`src/rtl/assert_macros.svh`:
```
// Assertion macros for the RTL, included by page_bitmap_allocator_core.
`ifndef ASSERT_MACROS_SVH
`define ASSERT_MACROS_SVH

// Clocked property check, disabled while reset is asserted.
`define ASSERT_CLK(lbl, clk, rst_n, prop, msg) \
  lbl: assert property (@(posedge clk) disable iff (!rst_n) prop) else $error(msg);

// A condition that must never be seen at a clock edge outside reset.
`define ASSERT_NEVER(lbl, clk, rst_n, cond, msg) \
  lbl: assert property (@(posedge clk) disable iff (!rst_n) !(cond)) else $error(msg);

`endif

```
`src/rtl/pba_pkg.sv`:
```
// Shared constants, types and controller/datapath interface structs for the page allocator.
package pba_pkg;

  localparam int CFG_W          = 13;
  localparam int CFG_IDX_W      = 2;
  localparam int IN_ADDR_W      = 32;
  localparam int START_W        = 24;
  localparam int STATUS_W       = 3;
  localparam int DEF_MAX_PAGES  = 4096;
  localparam int DEF_PAGE_BYTES = 4096;
  localparam int WORD_BITS      = 32;
  localparam int WB_SH          = 5;

  localparam logic [CFG_IDX_W-1:0] CFG_IDX_PAGES    = 2'd0;
  localparam logic [CFG_IDX_W-1:0] CFG_IDX_RESERVED = 2'd1;

  typedef enum logic [STATUS_W-1:0] {
    ST_OK     = 3'd0,
    ST_NOINIT = 3'd1,
    ST_RANGE  = 3'd2,
    ST_COUNT  = 3'd3,
    ST_NORUN  = 3'd4
  } status_t;

  typedef struct packed {
    logic    load;
    logic    clr_wr;
    logic    rd;
    logic    mark_wr;
    logic    fill_wr;
    logic    next_w;
    logic    take_hit;
    logic    done;
    status_t res;
  } dp_cmd_t;

  typedef struct packed {
    logic    err;
    status_t err_code;
    logic    is_mark;
    logic    hit;
    logic    last_word;
    logic    fill_last;
    logic    clear_last;
  } dp_sts_t;

endpackage

```
`src/rtl/pba_ctrl.sv`:
```
// Allocator controller: sequences bitmap clearing, marking, scanning and run filling.
module pba_ctrl (
  input  logic             clk,
  input  logic             rst_n,
  input  logic             start,
  input  pba_pkg::dp_sts_t sts,
  output pba_pkg::dp_cmd_t cmd,
  output logic             busy,
  output logic             out_valid
);
  import pba_pkg::*;

  typedef enum logic [3:0] {
    S_CLEAR,
    S_IDLE,
    S_CHECK,
    S_MARK_RD,
    S_MARK_WR,
    S_SCAN_RD,
    S_SCAN_EV,
    S_FILL_RD,
    S_FILL_WR
  } state_t;

  state_t state_r, state_nxt;
  logic   out_valid_r, out_valid_nxt;

  always_comb begin
    state_nxt     = state_r;
    out_valid_nxt = 1'b0;
    cmd           = '0;
    cmd.res       = ST_OK;
    case (state_r)
      S_CLEAR: begin
        cmd.clr_wr = 1'b1;
        if (sts.clear_last) begin
          state_nxt = S_IDLE;
        end
      end
      S_IDLE: begin
        if (start) begin
          cmd.load  = 1'b1;
          state_nxt = S_CHECK;
        end
      end
      S_CHECK: begin
        if (sts.err) begin
          cmd.done      = 1'b1;
          cmd.res       = sts.err_code;
          out_valid_nxt = 1'b1;
          state_nxt     = S_IDLE;
        end else if (sts.is_mark) begin
          state_nxt = S_MARK_RD;
        end else begin
          state_nxt = S_SCAN_RD;
        end
      end
      S_MARK_RD: begin
        cmd.rd    = 1'b1;
        state_nxt = S_MARK_WR;
      end
      S_MARK_WR: begin
        cmd.mark_wr   = 1'b1;
        cmd.done      = 1'b1;
        out_valid_nxt = 1'b1;
        state_nxt     = S_IDLE;
      end
      S_SCAN_RD: begin
        cmd.rd    = 1'b1;
        state_nxt = S_SCAN_EV;
      end
      S_SCAN_EV: begin
        if (sts.hit) begin
          cmd.take_hit = 1'b1;
          state_nxt    = S_FILL_RD;
        end else if (sts.last_word) begin
          cmd.done      = 1'b1;
          cmd.res       = ST_NORUN;
          out_valid_nxt = 1'b1;
          state_nxt     = S_IDLE;
        end else begin
          cmd.next_w = 1'b1;
          state_nxt  = S_SCAN_RD;
        end
      end
      S_FILL_RD: begin
        cmd.rd    = 1'b1;
        state_nxt = S_FILL_WR;
      end
      S_FILL_WR: begin
        cmd.fill_wr = 1'b1;
        if (sts.fill_last) begin
          cmd.done      = 1'b1;
          out_valid_nxt = 1'b1;
          state_nxt     = S_IDLE;
        end else begin
          cmd.next_w = 1'b1;
          state_nxt  = S_FILL_RD;
        end
      end
      default: begin
        state_nxt = S_IDLE;
      end
    endcase
  end

  always_ff @(posedge clk) begin
    if (!rst_n) begin
      state_r     <= S_CLEAR;
      out_valid_r <= 1'b0;
    end else begin
      state_r     <= state_nxt;
      out_valid_r <= out_valid_nxt;
    end
  end

  assign busy      = (state_r != S_IDLE);
  assign out_valid = out_valid_r;

endmodule
```
`config.mk`:
```
export PLATFORM = sky130hd
export DESIGN_NAME = pba_ctrl
export DESIGN_NICKNAME = d
export VERILOG_FILES = /design/src/rtl/assert_macros.svh /design/src/rtl/pba_pkg.sv /design/src/rtl/pba_ctrl.sv
export SDC_FILE = /design/constraint.sdc
export NUM_CORES = 1
export LEC_CHECK = 0
export BUFFER_PORTS_ARGS = -buffer_cell sky130_fd_sc_hd__buf_2
export CORE_AREA = 2 2 39 41
export DETAILED_ROUTE_END_ITERATION = 8
export DIE_AREA = 0 0 41 43
export GPL_ROUTABILITY_DRIVEN = 0
export PLACE_DENSITY = 0.65
export SYNTH_ARGS = -nofsm -noshare
export SYNTH_HDL_FRONTEND = slang
export SYNTH_SLANG_ARGS = --single-unit
```
`constraint.sdc`:
```
create_clock -name clk -period 3.65 [get_ports clk]
set_input_delay 0.5475 -clock clk [delete_from_list [all_inputs] [get_ports clk]]
set_output_delay 0.5475 -clock clk [all_outputs]
set_load 0.005 [all_outputs]
```
==> results of run 1 <==
kinds of logic after synthesis:
logic type             after synthesis
and+or+nand+nor                     38
AOI/OAI and AO/OA                   10
buffers and inverters                7
DFF                                  5
muxes                                1
cell type report:
class / instances / area share
multi-input cells: 49 / 0.538
flip-flops and latches: 5 / 0.169
clock buffers: 4 / 0.0443
well taps: 16 / 0.0338
inverters: 2 / 0.0127
repair buffers: 24 / 0.203
worst max-delay path, stage by stage, from the launching register on:
cell and delay [ns]:
dfxtp_1 0.60, nand2b_4 0.10, or3_1 0.32, a21oi_1 0.16, buf_2 0.13
power groups by stage:
stage                     clock [mW]  combinational (mW)  sequential [mW]
final                         0.0656              0.0306           0.0623
after global routing          0.0719              0.0335           0.0633
after CTS                     0.0684              0.0306           0.0622
after detailed placement           0              0.0304           0.0634
after global placement             0              0.0299           0.0629
after floorplan                    0              0.0211           0.0594
state kept, by name, summed over array words and instances (netlist names):
signal	cells
out_valid	1
state_r	4
routing by layer:
metal	part of all wire	vias to the layer above	track usage
li1	-	268	-
met1	0.47	233	0.181
met2	0.48	11	0.209
met3	0.047	2	0.0471
met4	0.0086	0	0.0800
met5	0	-	0
synthesized netlist by cell type (all sizes together), types with 2 or more instances:
cell type,count,share of area
and2b,2,0.035
nand2b,3,0.061
dfxtp,5,0.21
buf,5,0.091
nand2,5,0.040
a21oi,2,0.021
and2,3,0.040
nand3,4,0.043
and3,3,0.040
inv,2,0.016
nor2b,2,0.043
nor3,3,0.032
nor2,6,0.048
o21ai,3,0.040
cells in the final DEF, fill, tap and decap left out, types with 2 or more instances in the layout:
cell type   n
nor2_1      6
a21oi_1     2
nor3_1      3
o21ai_0     2
clkbuf_4    3
inv_1       2
dfxtp_1     5
nand3_1     4
and2_1      3
and3_1      3
nand2_1     5
buf_2      24
per-stage QoR:
step	cell area, um^2	power [mW]	setup slack (ns)
6_report	593	0.159	1.55
5_1_grt	593	0.169	1.42
4_1_cts	593	0.161	1.55
3_5_place_dp	567	0.0938	1.80
3_3_place_gp	567	0.0928	1.80
2_1_floorplan	469	0.0804	2.06
final timing paths:
kind	start	cells after the start	end
worst max-delay path	state_r[3]	4	cmd[5]
worst min-delay path	rst_n	3	state_r[0]
worst max register to register	state_r[0]	4	out_valid
worst min register to register	state_r[1]	1	state_r[2]
==> results_dict.tcl, run 1 <==
set metrics [dict create \
    powerDensity_nw_per_um2 267 \
    io_buffers 24 \
    clockBufferDepth 2 \
    register_area_um2 100 \
    yosysSeqAreaShare 0.213 \
    postLayoutCoreUtil 0.429 \
    fin_nets 97 \
    syn_nets 73 \
    synth_edf_count 0 \
    nFillCells 150 \
    avgSynthCellArea_um2 7.69 \
    dieHeight_um 43 \
    crit_required_ns 3.10 \
    crit_fanout 10 \
    drt.antenna.violating_nets 0 \
    cts_resized 0 \
    seqPwrFrac 0.393 \
    combPwrFrac 0.193 \
    synth_cell_types 34 \
    drc_errors 0 \
    worstSetupPathType "flop to primary output" \
    cts_tree "done" \
    synth_top_family_by_area "simple AND/OR/NAND/NOR gates" \
    multi_input_comb_area_um2 319 \
    finalNonFillerCells 100 \
    wl_per_cell_um 11.7 \
    clk_latency_ns 0.24 \
    final-setup-viol-count 0 \
    hold_ws_ns 0.588 \
    synth_mux_area_frac 0.0213 \
    vias 514 \
    synthesis.instances 61 \
    grt_max_degree 17 \
    slew_headroom 0.665 \
    dp.cells 96 \
    p_sw_mw 0.0447 \
    tns_ns 0 \
    area_growth_pct 26.4 \
    vias_per_cell 5.14 \
    dp_hpwl_um 903 \
    start_kind "flop" \
    grt-ovfl-total 0 \
    endpoint_kind "primary output" \
    htree_levels 1 \
    netlist_area_um2 469 \
    drt-total-wl_mm 1.17 \
    rsz0062_at_grt "false" \
    grt_pass1_vias 404 \
    p_leak_nw 0.319 \
    p_clk_frac 0.414 \
    num_io_pins 25 \
    synth-xor-area-share 0 \
    reg2reg_slack_ns 2.23 \
    num_rows 14 \
    p_int_mw 0.114 \
    start_util 0.339 \
    post-cts-setup-buffers 0 \
    grt_usage 0.145 \
    timing.max_cap.violations 0 \
    synth_compound_area_frac 0.160 \
    drtPass1Iterations 4 \
    finalCriticalPeriod_ns 2.10 \
    clk_pin_slew_worst_paths_ns 0.05 \
    hold_class "primary input to flop" \
    drt_iter0_drc 6 \
    core_area_um2 1380 \
    antennaDiodeCount 0 \
    synthArstFlopShare 0 \
    cts.sinks 5 \
    critPathArrivalTime_ns 1.55 \
    yosys_warnings 0 \
    synthFlopType "dfxtp_1" \
    ir_drop_v 0.000108 \
    cts_root_buf "clkbuf_4" \
    die_area_um2 1760 \
    tightest_slew_ns 0.502 \
    status "complete, no violations" \
    synth_fa_ha_area_frac 0 \
    hold_viol 0 \
    die_w_um 41 \
    period_share 0.574 \
    synthSimpleGateAreaFrac 0.499 \
    fmaxAchievable_ghz 0.477 \
    postCtsHoldBufs 0 \
    cts_buffers 3 \
    grt_pass1_wl_mm 1.73 \
    ys_ff_latch 5 \
    skew_ns 0.00134 \
    finalMaxSlewViolations 0 \
    final_layout_size_suffix_gt1_frac 0.405 \
    netSwitchingFraction 0.282 \
    antenna_found_initial 0 \
]
Note: power is estimated with default switching activity, not from simulation.
==> run 2, diff against run 1 <==
- ABC_AREA: default -> 1
- PLACE_DENSITY: 0.65 -> 0.66
- clock period: 3.65 -> 1.9 ns (I/O delays scaled with it)
==> run 2 against run 1 <==
  * Total power up 110%
  * Non-clock buffer count did not move
  * Register-to-register slack worse by 1.5 ns
  * Setup slack worse by 1.3 ns
  * Sequential share of layout area is 0.21 points lower
  * Global-route usage decreased by 1.3 points
  * Clock power grew 89%
  * Die area unchanged
  * Critical path type unchanged
==> results_dict.tcl, run 2 <==
set metrics [dict create \
    worstSetupPathType "flop to primary output" \
    yosys_warnings 0 \
    netlist_area_um2 453 \
    status "complete, no violations" \
    hold_class "primary input to flop" \
    tightest_slew_ns 0.364 \
    die_w_um 41 \
    fmaxAchievable_ghz 0.594 \
    netSwitchingFraction 0.313 \
    die_area_um2 1760 \
    clockBufferDepth 2 \
    critPathArrivalTime_ns 1.40 \
    final_cell_mix "24 x buf_2, 18 x nand2_1, 14 x inv_1" \
    drt-total-wl_mm 1.01 \
    reg2reg_from "state_r[0]" \
    period_share 0.887 \
    wl_per_cell_um 8.25 \
    drt.antenna.violating_nets 0 \
    grt_usage 0.132 \
    synthTopCellsByCount "18 x nand2_1, 14 x inv_1, 13 x nor2_1" \
    ys_ff_latch 5 \
    syn_nets 92 \
    largest-register "state_r" \
    p_int_mw 0.228 \
    skew_ns 0.000951 \
    yosysTopAreaCellShare 0.221 \
    slew_headroom 0.757 \
    reg2reg_slack_ns 0.71 \
    grt_pass1_wl_mm 1.57 \
    reg2regPathDepth 5 \
    timing.max_cap.violations 0 \
    drtPass1Iterations 4 \
    synthFlopType "dfxtp_1" \
    synth_compound_area_frac 0.0387 \
    synth_edf_count 0 \
    area_growth_pct 32.6 \
    final-setup-viol-count 0 \
    synth-xor-area-share 0 \
    cts_root_buf "clkbuf_4" \
    endpoint_kind "primary output" \
    synth_fa_ha_area_frac 0 \
    slowest_stage "dfxtp_1" \
    grt-ovfl-total 0 \
    grt_max_degree 10 \
    final_layout_size_suffix_gt1_frac 0.387 \
    dieHeight_um 43 \
    tns_ns 0 \
    synth_mux_area_frac 0 \
    htree_levels 1 \
    cts_buffers 3 \
    p_leak_nw 0.395 \
    finalCriticalPeriod_ns 1.68 \
    drc_errors 0 \
    ys_top_cells_by_area "dfxtp_1 22%, nand2_1 15%, inv_1 12%, nor2_1 11%, nor2_2 9.7%" \
    synthArstFlopShare 0 \
    rr_endpoint "state_r[2]" \
    finalMaxSlewViolations 0 \
    start_util 0.327 \
    num_rows 14 \
    drt_iter0_drc 10 \
    hold_viol 0 \
    crit_chain "inv_4, nand2_2, nor2_2, nand2_1, nand2_2, nor2_2, inv_1, buf_2" \
    crit_required_ns 1.62 \
    synthesis.instances 80 \
    yosysTopAreaCell "dfxtp_1" \
    critPathCapture "cmd[3]" \
    vias_per_cell 4.40 \
    cts.sinks 5 \
    fin_nets 119 \
    clk_pin_slew_worst_paths_ns 0.04 \
    cpPeakStageDelay_ns 0.53 \
    ir_drop_v 0.000460 \
    antenna_found_initial 0 \
    p_sw_mw 0.104 \
    dp.cells 118 \
    start_kind "flop" \
    post-cts-setup-buffers 0 \
    p_clk_frac 0.375 \
    yosysSeqAreaShare 0.221 \
    seqPwrFrac 0.368 \
    rsz0062_at_grt "false" \
    combPwrFrac 0.257 \
    io_buffers 24 \
    avgSynthCellArea_um2 5.66 \
    dp_hpwl_um 844 \
    postCtsHoldBufs 0 \
    num_io_pins 25 \
    largest_reg_flops 4 \
    antennaDiodeCount 0 \
    grt_pass1_vias 418 \
    cts_tree "done" \
    cts_resized 0 \
    crit_start "state_r[0]" \
    yosysMostFrequentCell "nand2_1" \
    synth_top_family_by_area "simple AND/OR/NAND/NOR gates" \
    crit_fanout 9 \
    vias 537 \
    synth_cell_types 18 \
    clk_latency_ns 0.24 \
    finalNonFillerCells 122 \
    powerDensity_nw_per_um2 553 \
    core_area_um2 1380 \
    layout_commonest_cell "buf_2" \
    synthSimpleGateAreaFrac 0.552 \
]
## run 2: routing by layer
layer | up-vias | track usage | part of all wire
met5 | - | 0 | 0
met4 | 0 | 0.0200 | 0
met3 | 0 | 0.0785 | 0.099
met2 | 21 | 0.197 | 0.47
met1 | 221 | 0.161 | 0.43
li1 | 295 | - | -
## run 2: cell families (layout without fill, tap and decap cells)
logic type,Yosys count,count (layout)
and+or+nand+nor,53,53
DFF,5,5
buffers and inverters,19,45
AOI/OAI and AO/OA,3,3
## run 2: power by group through the flow
stage	Combinational (mW)	Clock, mW	Sequential [mW]
after global routing	0.0982	0.140	0.123
after floorplan	0.0662	0	0.117
final	0.0854	0.124	0.122
after detailed placement	0.0861	0	0.124
after global placement	0.0860	0	0.123
after CTS	0.0867	0.129	0.122
## run 2: how the worst min path moves through the flow
stage	start	endpoint	slack, ns	cells after the start
after CTS	rst_n	state_r[2]	0.34	3
after detailed placement	state_r[2]	state_r[3]	0.53	2
after global placement	state_r[2]	state_r[3]	0.54	2
after floorplan	rst_n	out_valid	0.47	2
final	rst_n	state_r[2]	0.35	3
after global routing	rst_n	out_valid	0.36	3
## run 2: final cells by class
type	instances	area (um^2)
Clock buffer	4	26.3
Fill cell	158	783
Inverter	17	66.3
Multi-Input combinational cell	56	268
Sequential cell	5	100
Tap cell	16	20.0
Timing Repair Buffer	24	120
## run 2: critical path: cells and delay by family, from the launching register on
family / cells / cell delay, ns
flops: 1 / 0.53
simple gates: 5 / 0.41
buf+inv: 3 / 0.22
## run 2: through the flow
step / hold slack [ns] / setup WS [ns] / instance area, um^2 / total power, mW / util
finish: 0.351 / 0.215 / 601 / 0.332 / 0.434
global route: 0.359 / 0.0802 / 601 / 0.361 / 0.434
CTS: 0.344 / 0.198 / 601 / 0.338 / 0.434
detailed placement: 0.530 / 0.463 / 574 / 0.210 / 0.415
global placement: 0.541 / 0.493 / 574 / 0.209 / 0.415
floorplan: 0.467 / 0.626 / 453 / 0.183 / -
==> run 3, diff against run 2 <==
- PLACE_DENSITY: 0.66 -> default
- clock period: 1.9 -> 1.75 ns (I/O delays scaled with it)
==> run 3 against run 2 <==
  * Sequential share of layout area increased by 0.17 points
  * Routed wire length increased by 1.4%
  * Die area unchanged
  * Clock-buffer cell count unchanged
  * Critical path depth unchanged
  * Register-to-register slack got worse by 0.03 ns
  * Largest power group is now registers
  * Sequential power increased by 9%
  * Final area increased by 0.21%
  * Combinational power increased by 9.1%
  * Non-clock buffer count unchanged
  * Flip-flop and latch count unchanged
  * Final cell count unchanged
==> results_dict.tcl, run 3 (synthesis results as in run 2) <==
set metrics [dict create \
    final_layout_size_suffix_gt1_frac 0.396 \
    wl_per_cell_um 8.36 \
    start_util 0.327 \
    met1_usage 0.148 \
    vias 531 \
    finalMaxSlewViolations 0 \
    status "complete, no violations" \
    largest_reg_flops 4 \
    cts_resized 0 \
    netSwitchingFraction 0.302 \
    grt-busiest-layer "met2" \
    crit_fanout 4 \
    slew_headroom 0.830 \
    place_area_um2 574 \
    num_io_pins 25 \
    htree_levels 1 \
    tns_ns 0 \
    p_clk_frac 0.363 \
    grt_usage 0.133 \
    finalCriticalPeriod_ns 1.58 \
    combPwrFrac 0.262 \
    final-setup-viol-count 0 \
    cts_root_buf "clkbuf_4" \
    final_cell_mix "24 x buf_2, 18 x nand2_1, 14 x inv_1" \
    drtPass1Iterations 4 \
    stdcell_area_um2 602 \
    grt_pass1_vias 434 \
    die_area_um2 1760 \
    num_rows 14 \
    finalNonFillerCells 122 \
    powerDensity_nw_per_um2 591 \
    drc_errors 0 \
    dp.cells 118 \
    start_kind "flop" \
    rsz0062_at_grt "false" \
    grt_max_degree 10 \
    clk_pin_slew_worst_paths_ns 0.04 \
    clk_latency_ns 0.24 \
    p_int_mw 0.248 \
    period_share 0.904 \
    skew_ns 0.00158 \
    cts_tree "done" \
    drt.antenna.violating_nets 0 \
    vias_per_cell 4.35 \
    fin_nets 119 \
    tightest_slew_ns 0.253 \
    register_area_um2 101 \
    hold_ws_ns 0.341 \
    die_w_um 41 \
    seqPwrFrac 0.375 \
    multi_input_comb_area_um2 268 \
    met3_usage 0.0681 \
    timing.max_cap.violations 0 \
    finalPower_mw 0.355 \
    grt-ovfl-total 0 \
    dieHeight_um 43 \
    ir_drop_v 0.000455 \
    antennaDiodeCount 0 \
    fmaxAchievable_ghz 0.632 \
    area_growth_pct 32.9 \
    layout_commonest_cell "buf_2" \
    dp_hpwl_um 883 \
    cts.sinks 5 \
    post-cts-setup-buffers 0 \
    largest-register "state_r" \
    io_buffers 24 \
    endpoint_kind "primary output" \
    hold_class "primary input to flop" \
    grt_pass1_wl_mm 1.56 \
    worstSetupPathType "flop to primary output" \
    cts_buffers 3 \
    postCtsHoldBufs 0 \
    clockBufferDepth 2 \
    nFillCells 155 \
    use_met2 0.203 \
    p_sw_mw 0.107 \
    p_leak_nw 0.395 \
    core_area_um2 1380 \
    antenna_found_initial 0 \
    hold_viol 0 \
    critPathArrivalTime_ns 1.32 \
    drt-total-wl_mm 1.02 \
    crit_required_ns 1.49 \
    drt_iter0_drc 4 \
]
## run 3: changes by cell type in the layout (fill, tap and decap cells not counted)
cell	delta
dfxtp_1	-1
dfxtp_2	+1
## run 3: metal layers
metal | share of wire | wire (um) | up-vias
li1 | - | - | 292
met1 | 0.44 | 444 | 217
met2 | 0.47 | 478 | 22
met3 | 0.095 | 97 | 0
met4 | 0 | 0 | 0
met5 | 0 | 0 | -
## run 3: power by group through the flow
stage                     clock network (mW)  logic [mW]  registers [mW]
after floorplan                            0      0.0718           0.127
after global placement                     0      0.0934           0.134
after detailed placement                   0      0.0938           0.135
after CTS                              0.136      0.0945           0.133
after global routing                   0.147       0.108           0.134
final                                  0.129      0.0932           0.133
## run 3: critical path: stages, from the launching register on
cell and delay [ns]:
dfxtp_1 0.32, nor2_2 0.21, inv_2 0.08, nor2_2 0.14, nand2_2 0.09, nand2_2 0.07, nor2_2 0.05, inv_1 0.04
buf_2 0.10
## run 3: cell type report
cell class                      count  area share
Multi-Input combinational cell     56       0.445
Timing Repair Buffer               24       0.200
Sequential cell                     5       0.168
Inverter                           17       0.110
Clock buffer                        4      0.0437
Tap cell                           16      0.0333
## run 3: metrics by stage
step / util / setup slack [ns]
after floorplan: - / 0.498
after global placement: 0.415 / 0.380
after detailed placement: 0.415 / 0.351
after CTS: 0.434 / 0.0898
after global routing: 0.435 / 0.0503
final: 0.435 / 0.169
## run 3: worst paths after layout
path	start	endpoint	slack (ns)	cells after the start
worst max-delay path	state_r[3]	cmd[3]	0.17	8
worst min-delay path	rst_n	out_valid	0.34	3
worst max register to register	state_r[3]	out_valid	0.68	7
worst min register to register	state_r[0]	state_r[3]	0.53	2
